===== src/hw/rtl/mesh_face_and_vertex_normals_assert.svh =====
// ----------------------------------------------------------------------------
// Assertion macros for the mesh normal block
// Immediate-implication and next-cycle-implication property wrappers.
// ----------------------------------------------------------------------------
`ifndef MESH_FACE_AND_VERTEX_NORMALS_ASSERT_SVH
`define MESH_FACE_AND_VERTEX_NORMALS_ASSERT_SVH

// Consequent must hold in the same cycle as the antecedent.
`define MFVN_ASSERT_NOW(label, clk, rst, ante, cons) \
   label: assert property (@(posedge clk) disable iff (rst) (ante) |-> (cons)) \
      else $error("mfvn assertion failed");

// Consequent must hold in the cycle after the antecedent.
`define MFVN_ASSERT_NEXT(label, clk, rst, ante, cons) \
   label: assert property (@(posedge clk) disable iff (rst) (ante) |=> (cons)) \
      else $error("mfvn assertion failed");

`endif


===== src/hw/rtl/mfvn_pkg.sv =====
// ----------------------------------------------------------------------------
// Mesh normal package
// Types, widths and state codes shared by the mesh normal block.
// ----------------------------------------------------------------------------
package mfvn_pkg;

   localparam int unsigned VERTEX_DEPTH_DEFAULT = 4096;
   localparam int unsigned INDEX_W = 12;
   localparam int unsigned POS_W   = 16;
   localparam int unsigned EDGE_W  = 17;
   localparam int unsigned SUM_W   = 20;
   localparam int unsigned NORM_W  = 16;
   localparam int unsigned VEC_W   = 35;
   localparam int unsigned ONE_Q14 = 16384;

   // Request mode codes.
   localparam logic [1:0] MODE_LOAD = 2'd0;
   localparam logic [1:0] MODE_FACE = 2'd1;
   localparam logic [1:0] MODE_READ = 2'd2;

   typedef struct packed {
      logic [1:0]                mode;
      logic [INDEX_W-1:0]        index_a;
      logic [INDEX_W-1:0]        index_b;
      logic [INDEX_W-1:0]        index_c;
      logic signed [POS_W-1:0]   pos_x;
      logic signed [POS_W-1:0]   pos_y;
      logic signed [POS_W-1:0]   pos_z;
   } req_type;

   typedef struct packed {
      logic                      is_face;
      logic signed [NORM_W-1:0]  norm_x;
      logic signed [NORM_W-1:0]  norm_y;
      logic signed [NORM_W-1:0]  norm_z;
      logic                      degenerate;
   } rsp_type;

   // Control towards the normalizer.
   typedef struct packed {
      logic                      start;
      logic signed [VEC_W-1:0]   vec_x;
      logic signed [VEC_W-1:0]   vec_y;
      logic signed [VEC_W-1:0]   vec_z;
   } norm_req_type;

   // Status back from the normalizer.
   typedef struct packed {
      logic                      done;
      logic                      degen;
      logic signed [NORM_W-1:0]  n_x;
      logic signed [NORM_W-1:0]  n_y;
      logic signed [NORM_W-1:0]  n_z;
   } norm_rsp_type;

   typedef enum logic [2:0] {
      N_IDLE, N_SHIFT, N_SQUARE, N_SQRT, N_DIV_SETUP, N_DIV, N_DONE
   } norm_state_type;

   typedef enum logic [3:0] {
      T_CLEAR, T_IDLE, T_LOAD, T_FRA, T_FRB, T_FRC, T_FCAP, T_EDGE, T_MUL,
      T_RD, T_RDCAP, T_NGO, T_NWAIT, T_ACC_RD, T_ACC_WR
   } top_state_type;

   // True when a vertex index lies inside the store.
   function automatic logic idx_ok(logic [INDEX_W-1:0] idx, int unsigned depth);
      return {20'd0, idx} < depth;
   endfunction

endpackage


===== src/hw/rtl/mfvn_norm.sv =====
// ----------------------------------------------------------------------------
// Mesh normal vector normalizer
// Scales an integer vector to unit length in Q1.14 with an iterative shifter,
// one squaring multiplier, a bit-pair square root and a restoring divider.
// ----------------------------------------------------------------------------
module mfvn_norm
   import mfvn_pkg::*;
(
   input  logic         clock,
   input  logic         reset,
   input  norm_req_type norm_req,
   output norm_rsp_type norm_rsp
);

   localparam int unsigned LEN_W = 62;
   localparam int unsigned DIV_W = 46;

   norm_state_type state_ff, state_in;
   logic [VEC_W-1:0]        m_ff [3];
   logic [VEC_W-1:0]        m_in [3];
   logic                    neg_ff [3];
   logic                    neg_in [3];
   logic [LEN_W-1:0]        len_ff, len_in;
   logic [LEN_W-1:0]        root_ff, root_in;
   logic [LEN_W-1:0]        bit_ff, bit_in;
   logic [1:0]              comp_ff, comp_in;
   logic [3:0]              cnt_ff, cnt_in;
   logic [DIV_W-1:0]        num_ff, num_in;
   logic [DIV_W-1:0]        dvs_ff, dvs_in;
   logic [NORM_W-1:0]       q_ff, q_in;
   logic signed [NORM_W-1:0] n_ff [3];
   logic signed [NORM_W-1:0] n_in [3];
   logic                    degen_ff, degen_in;

   logic [VEC_W-1:0]        vec_sel [3];
   logic [29:0]             m_cur;
   logic [59:0]             square;
   logic [LEN_W-1:0]        trial;
   logic [30:0]             root_s;
   logic                    any_high, all_low, all_zero, ge;
   logic [NORM_W-1:0]       q_clamped;

   // State and datapath registers.
   always_ff @(posedge clock) begin
      if (reset) begin
         state_ff <= N_IDLE;
      end else begin
         state_ff <= state_in;
      end
      for (int i = 0; i < 3; i++) begin
         m_ff[i]   <= m_in[i];
         neg_ff[i] <= neg_in[i];
         n_ff[i]   <= n_in[i];
      end
      len_ff   <= len_in;
      root_ff  <= root_in;
      bit_ff   <= bit_in;
      comp_ff  <= comp_in;
      cnt_ff   <= cnt_in;
      num_ff   <= num_in;
      dvs_ff   <= dvs_in;
      q_ff     <= q_in;
      degen_ff <= degen_in;
   end

   // Shared helpers for the current component.
   always_comb begin
      vec_sel[0] = norm_req.vec_x;
      vec_sel[1] = norm_req.vec_y;
      vec_sel[2] = norm_req.vec_z;
      any_high = 1'b0;
      all_low  = 1'b1;
      for (int i = 0; i < 3; i++) begin
         any_high = any_high | (|m_ff[i][VEC_W-1:30]);
         all_low  = all_low & ~(|m_ff[i][VEC_W-1:29]);
      end
      all_zero = (norm_req.vec_x == '0) && (norm_req.vec_y == '0) &&
                 (norm_req.vec_z == '0);
      m_cur  = m_ff[comp_ff][29:0];
      square = m_cur * m_cur;
      trial  = root_ff + bit_ff;
      root_s = root_ff[30:0];
      ge     = num_ff >= dvs_ff;
   end

   // Sequencer for shifting, squaring, square root and division.
   always_comb begin
      state_in = state_ff;
      for (int i = 0; i < 3; i++) begin
         m_in[i]   = m_ff[i];
         neg_in[i] = neg_ff[i];
         n_in[i]   = n_ff[i];
      end
      len_in    = len_ff;
      root_in   = root_ff;
      bit_in    = bit_ff;
      comp_in   = comp_ff;
      cnt_in    = cnt_ff;
      num_in    = num_ff;
      dvs_in    = dvs_ff;
      q_in      = q_ff;
      degen_in  = degen_ff;
      q_clamped = '0;

      case (state_ff)
         N_IDLE: begin
            if (norm_req.start) begin
               for (int i = 0; i < 3; i++) begin
                  neg_in[i] = vec_sel[i][VEC_W-1];
                  m_in[i]   = vec_sel[i][VEC_W-1] ? (~vec_sel[i] + 1'b1) : vec_sel[i];
                  n_in[i]   = '0;
               end
               degen_in = all_zero;
               state_in = all_zero ? N_DONE : N_SHIFT;
            end
         end
         N_SHIFT: begin
            if (any_high) begin
               for (int i = 0; i < 3; i++) m_in[i] = m_ff[i] >> 1;
            end else if (all_low) begin
               for (int i = 0; i < 3; i++) m_in[i] = m_ff[i] << 1;
            end else begin
               len_in   = '0;
               comp_in  = 2'd0;
               state_in = N_SQUARE;
            end
         end
         N_SQUARE: begin
            len_in = len_ff + LEN_W'(square);
            if (comp_ff == 2'd2) begin
               root_in  = '0;
               bit_in   = LEN_W'(1) << 60;
               state_in = N_SQRT;
            end else begin
               comp_in = comp_ff + 2'd1;
            end
         end
         N_SQRT: begin
            if (len_ff >= trial) begin
               len_in  = len_ff - trial;
               root_in = (root_ff >> 1) + bit_ff;
            end else begin
               root_in = root_ff >> 1;
            end
            bit_in = bit_ff >> 2;
            if (bit_ff[0]) begin
               comp_in  = 2'd0;
               state_in = N_DIV_SETUP;
            end
         end
         N_DIV_SETUP: begin
            num_in   = DIV_W'({m_cur, 14'd0}) + DIV_W'(root_s >> 1);
            dvs_in   = DIV_W'(root_s) << 15;
            q_in     = '0;
            cnt_in   = 4'd15;
            state_in = N_DIV;
         end
         N_DIV: begin
            if (ge) num_in = num_ff - dvs_ff;
            dvs_in = dvs_ff >> 1;
            q_in   = {q_ff[NORM_W-2:0], ge};
            cnt_in = cnt_ff - 4'd1;
            if (cnt_ff == 4'd0) begin
               q_clamped = (q_in > NORM_W'(ONE_Q14)) ? NORM_W'(ONE_Q14) : q_in;
               n_in[comp_ff] = neg_ff[comp_ff] ? -$signed(q_clamped) : $signed(q_clamped);
               if (comp_ff == 2'd2) begin
                  state_in = N_DONE;
               end else begin
                  comp_in  = comp_ff + 2'd1;
                  state_in = N_DIV_SETUP;
               end
            end
         end
         N_DONE: begin
            state_in = N_IDLE;
         end
         default: begin
            state_in = N_IDLE;
         end
      endcase
   end

   assign norm_rsp.done  = (state_ff == N_DONE);
   assign norm_rsp.degen = degen_ff;
   assign norm_rsp.n_x   = n_ff[0];
   assign norm_rsp.n_y   = n_ff[1];
   assign norm_rsp.n_z   = n_ff[2];

endmodule


===== config.mk =====
export PLATFORM = sky130hd
export DESIGN_NAME = mfvn_norm
export DESIGN_NICKNAME = d
export VERILOG_FILES = /design/src/hw/rtl/mesh_face_and_vertex_normals_assert.svh /design/src/hw/rtl/mfvn_pkg.sv /design/src/hw/rtl/mfvn_norm.sv
export SDC_FILE = /design/constraint.sdc
export NUM_CORES = 2
export LEC_CHECK = 0
export BUFFER_PORTS_ARGS = -buffer_cell sky130_fd_sc_hd__buf_2
export CORE_ASPECT_RATIO = 0.75
export CORE_MARGIN = 3
export CORE_UTILIZATION = 60
export CTS_BUF_LIST = sky130_fd_sc_hd__clkbuf_8
export CTS_CLUSTER_DIAMETER = 100
export DETAILED_ROUTE_END_ITERATION = 10
export PLACE_DENSITY_LB_ADDON = 0.25
export RECOVER_POWER = 100
export SYNTH_ARGS = -nofsm -noshare
export SYNTH_HDL_FRONTEND = slang
export SYNTH_SLANG_ARGS = --single-unit

===== constraint.sdc =====
create_clock -name clock -period 9.65 [get_ports clock]
set_input_delay 0.965 -clock clock [delete_from_list [all_inputs] [get_ports clock]]
set_output_delay 0.965 -clock clock [all_outputs]
set_load 0.005 [all_outputs]

==> flow_summary_export.csv <==
group,metric,value,unit
yosys,yosys.area_share.adder,35.5,%
yosys,avgSynthCellArea,9.07,um^2
global_routing,grt_pass1_wl,273000,um
clock_tree,clock_latency,770,ps
drt,drtIter0Drc,5483,
global_routing,grt_max_degree,111,
die,core_area,95900,um^2
final_layout,syn2layout_area_growth,6.54,%
worst_setup_path,crit_slowest_cell,"clkbuf_1",
die,std_cell_rows,98,
worst_setup_path,crit_fanout,14,
run_status,status,"complete, but fails checks",
yosys,synth_cell_types,82,
sta,tightest_slew,4410,ps
worst_setup_path,cp.arrival,9950,ps
worst_setup_path,worst_ep_required_time,10100,ps
yosys,yosys_register_bits,430,
clock_tree,numCtsBuffers,76,
global_routing,grt_pass1_vias,46900,
min_path,hold_end,"state_ff[0]",
sta,timing.fmax,105,MHz
yosys,synthTopCellsByCount,"inv_1 (1,020), fa_1 (755), nand2_1 (744), nor2_1 (548), ha_1 (447)",
yosys,synth_top_area_share,25.9,%
yosys,synthArstFlopShare,0,%
placed_design,place.gp.congestion,1.00,
clock_tree,cts_root_buf,"clkbuf_8",
clock_tree,cts_hold_buf,0,
clock_tree,htree_levels,3,
yosys,netlist_area,58300,um^2
sta,hold_viol,0,
sta,slew_headroom,-194,%
drt,antenna_left,0,
yosys,yosysWarnings,0,
drt,vias,47800,
die,die_w,366,um
global_routing,grt_usage,34.4,%
final_layout,drive_gt1_share,6.35,%
yosys,ys.flop_type,"edfxtp_1",
worst_setup_path,path_class,"flip-flop to flip-flop",
sta,final_max_slew_viol_count,987,
die,start_util,60.8,%
yosys,synth-simple-area-share,13.5,%
drt,via_per_inst,6.08,
worst_setup_path,regToRegSetupSlack,150,ps
yosys,synth_compound_area_share,14.0,%
yosys,yosys.area.top_type,"fa_1",
yosys,synth_top_family_by_area,"adder cells",
yosys,synthMuxAreaShare,0.740,%
placed_design,dpl.hpwl,139000,um
run_status,failed_checks,"max-capacitance violations, max-slew violations",
clock_tree,cts_max_path_buffers,3,
yosys,yosysSeqAreaShare,22.1,%
global_routing,grt-ovfl-total,0,
clock_tree,cts_tree,"done",
run,cap_viol_max_count,16,
yosys,synth_edf_count,425,
worst_setup_path,start_kind,"flip-flop",
drt,drc,0,
clock_tree,path_clk_slew,70,ps
min_path,hold_start,"reset",
min_path,hold_path_depth,2,
min_path,min_path_type,"primary input to flip-flop",
yosys,synth_xor_area_share,5.78,%
die,die-area,101000,um^2
global_routing,antenna_found_initial,3,
worst_setup_path,worstSetupEndpointType,"flip-flop",
sta,period_needed,9500,ps
sta,skew,65.9,ps
die,top_level_ports,158,
worst_setup_path,rr_endpoint,"len_ff[45]",
final_layout,nets,7826,
drt,totalWireLength,174000,um
worst_setup_path,max_stage_delay,730,ps
die,dieHeight,276,um
yosys,synth_nets,7744,
drt,first_pass_iters,6,
sta,worst_slack,149,ps
drt,wl_per_cell,22.1,um
placed_design,dp_slack,-136,ps
final_layout,fin_util,64.8,%
worst_setup_path,path_common_cell,"fa_1",
worst_setup_path,worstRegToRegCells,29,
yosys,yosysMostFrequentCell,"inv_1",
yosys,synth_cells,6434,
final_layout,fillers,8030,
placed_design,portBuffers,157,
clock_tree,clock-sinks,430,
sta,min_period_over_period,98.5,%
sta,hold-worst-slack,433,ps
sta,finalSetupViolCount,0,
yosys,synth_area_leaders,"fa_1 (26%), edfxtp_1 (22%), ha_1 (9.6%)",
## cell families (layout without fill, tap and decap cells)
group / after synthesis / count (layout)
AOI/OAI and AO/OA: 1292 / 1292
xor gates and xnor gates: 385 / 385
adders and majority gates: 1202 / 1202
buffers and inverters: 1303 / 1437
DFF: 430 / 430
muxes: 43 / 43
other: 0 / 2
and+or+nand+nor: 1779 / 1779
## through the flow
step | std cells | setup TNS [ps] | area [um^2]
2_1_floorplan | 6434 | 0 | 58300
3_3_place_gp | 7732 | -297 | 60700
3_5_place_dp | 7732 | -181 | 60700
4_1_cts | 7862 | 0 | 62200
5_1_grt | 7869 | -22.6 | 62100
6_report | 7870 | 0 | 62100
## cell usage in the layout (no fill, tap or decap), types with 155 or more instances in the layout
cell type	count
a21oi_1	263
a31oi_1	155
edfxtp_1	425
fa_1	755
ha_1	446
inv_1	1037
nand2_1	742
nor2_1	548
o21ai_0	317
xnor2_1	216
xor2_1	169
## final cells by class
class	count	area (um^2)	area share, %
Clock buffer	77	1060	1.71
Inverter	1032	3890	6.26
Sequential cell	430	12900	20.7
Clock inverter	53	380	0.612
Antenna cell	2	5.00	0.00805
Multi-Input combinational cell	4701	40700	65.5
Tap cell	1300	1630	2.62
Timing Repair Buffer	275	1630	2.62
## how the worst max path moves through the flow
stage / endpoint / depth (start not counted) / slack, ps
floorplan: len_ff[56] / 34 / 30
global placement: len_ff[45] / 25 / -200
detailed placement: len_ff[45] / 29 / -140
CTS: len_ff[45] / 29 / 130
global route: len_ff[45] / 30 / -20
finish: len_ff[45] / 29 / 150
## worst max-delay path, delay by kind of cell, from the launching register on
kind | cells | cell delay (ps)
fa+ha+maj | 9 | 3880
mux | 1 | 260
xor+xnor | 1 | 310
compound gates | 5 | 1010
simple gates | 6 | 1920
flops | 1 | 450
buf+inv | 7 | 1330
## sequential cells by signal (all words and copies together) (netlist names), 3 cells and up, named ones only
name and flops:
bit_ff 31, cnt_ff 4, dvs_ff 46, len_ff 62
m_ff 105, n_ff 48, neg_ff 3, num_ff 46
q_ff 15, root_ff 62, state_ff 3
## per-layer routing
layer	vias up	share of wire (%)	global-route usage, %
li1	21600	-	-
met1	23500	43	51.5
met2	2487	43	49.9
met3	287	12	8.62
met4	2	3.0	9.23
met5	-	0.037	0.469
## what timing repair did
| action | CTS | global route |
|---|---|---|
| setup buffers | 0 | 6 |
| endpoints found under the setup margin | 2 | 18 |
| gates resized for setup | 2 | 23 |
| pin swaps | 0 | 4 |
Power is left out: the tool's default activity adds up to more than one toggle a clock period on the data nets, which glitch-free logic cannot reach.
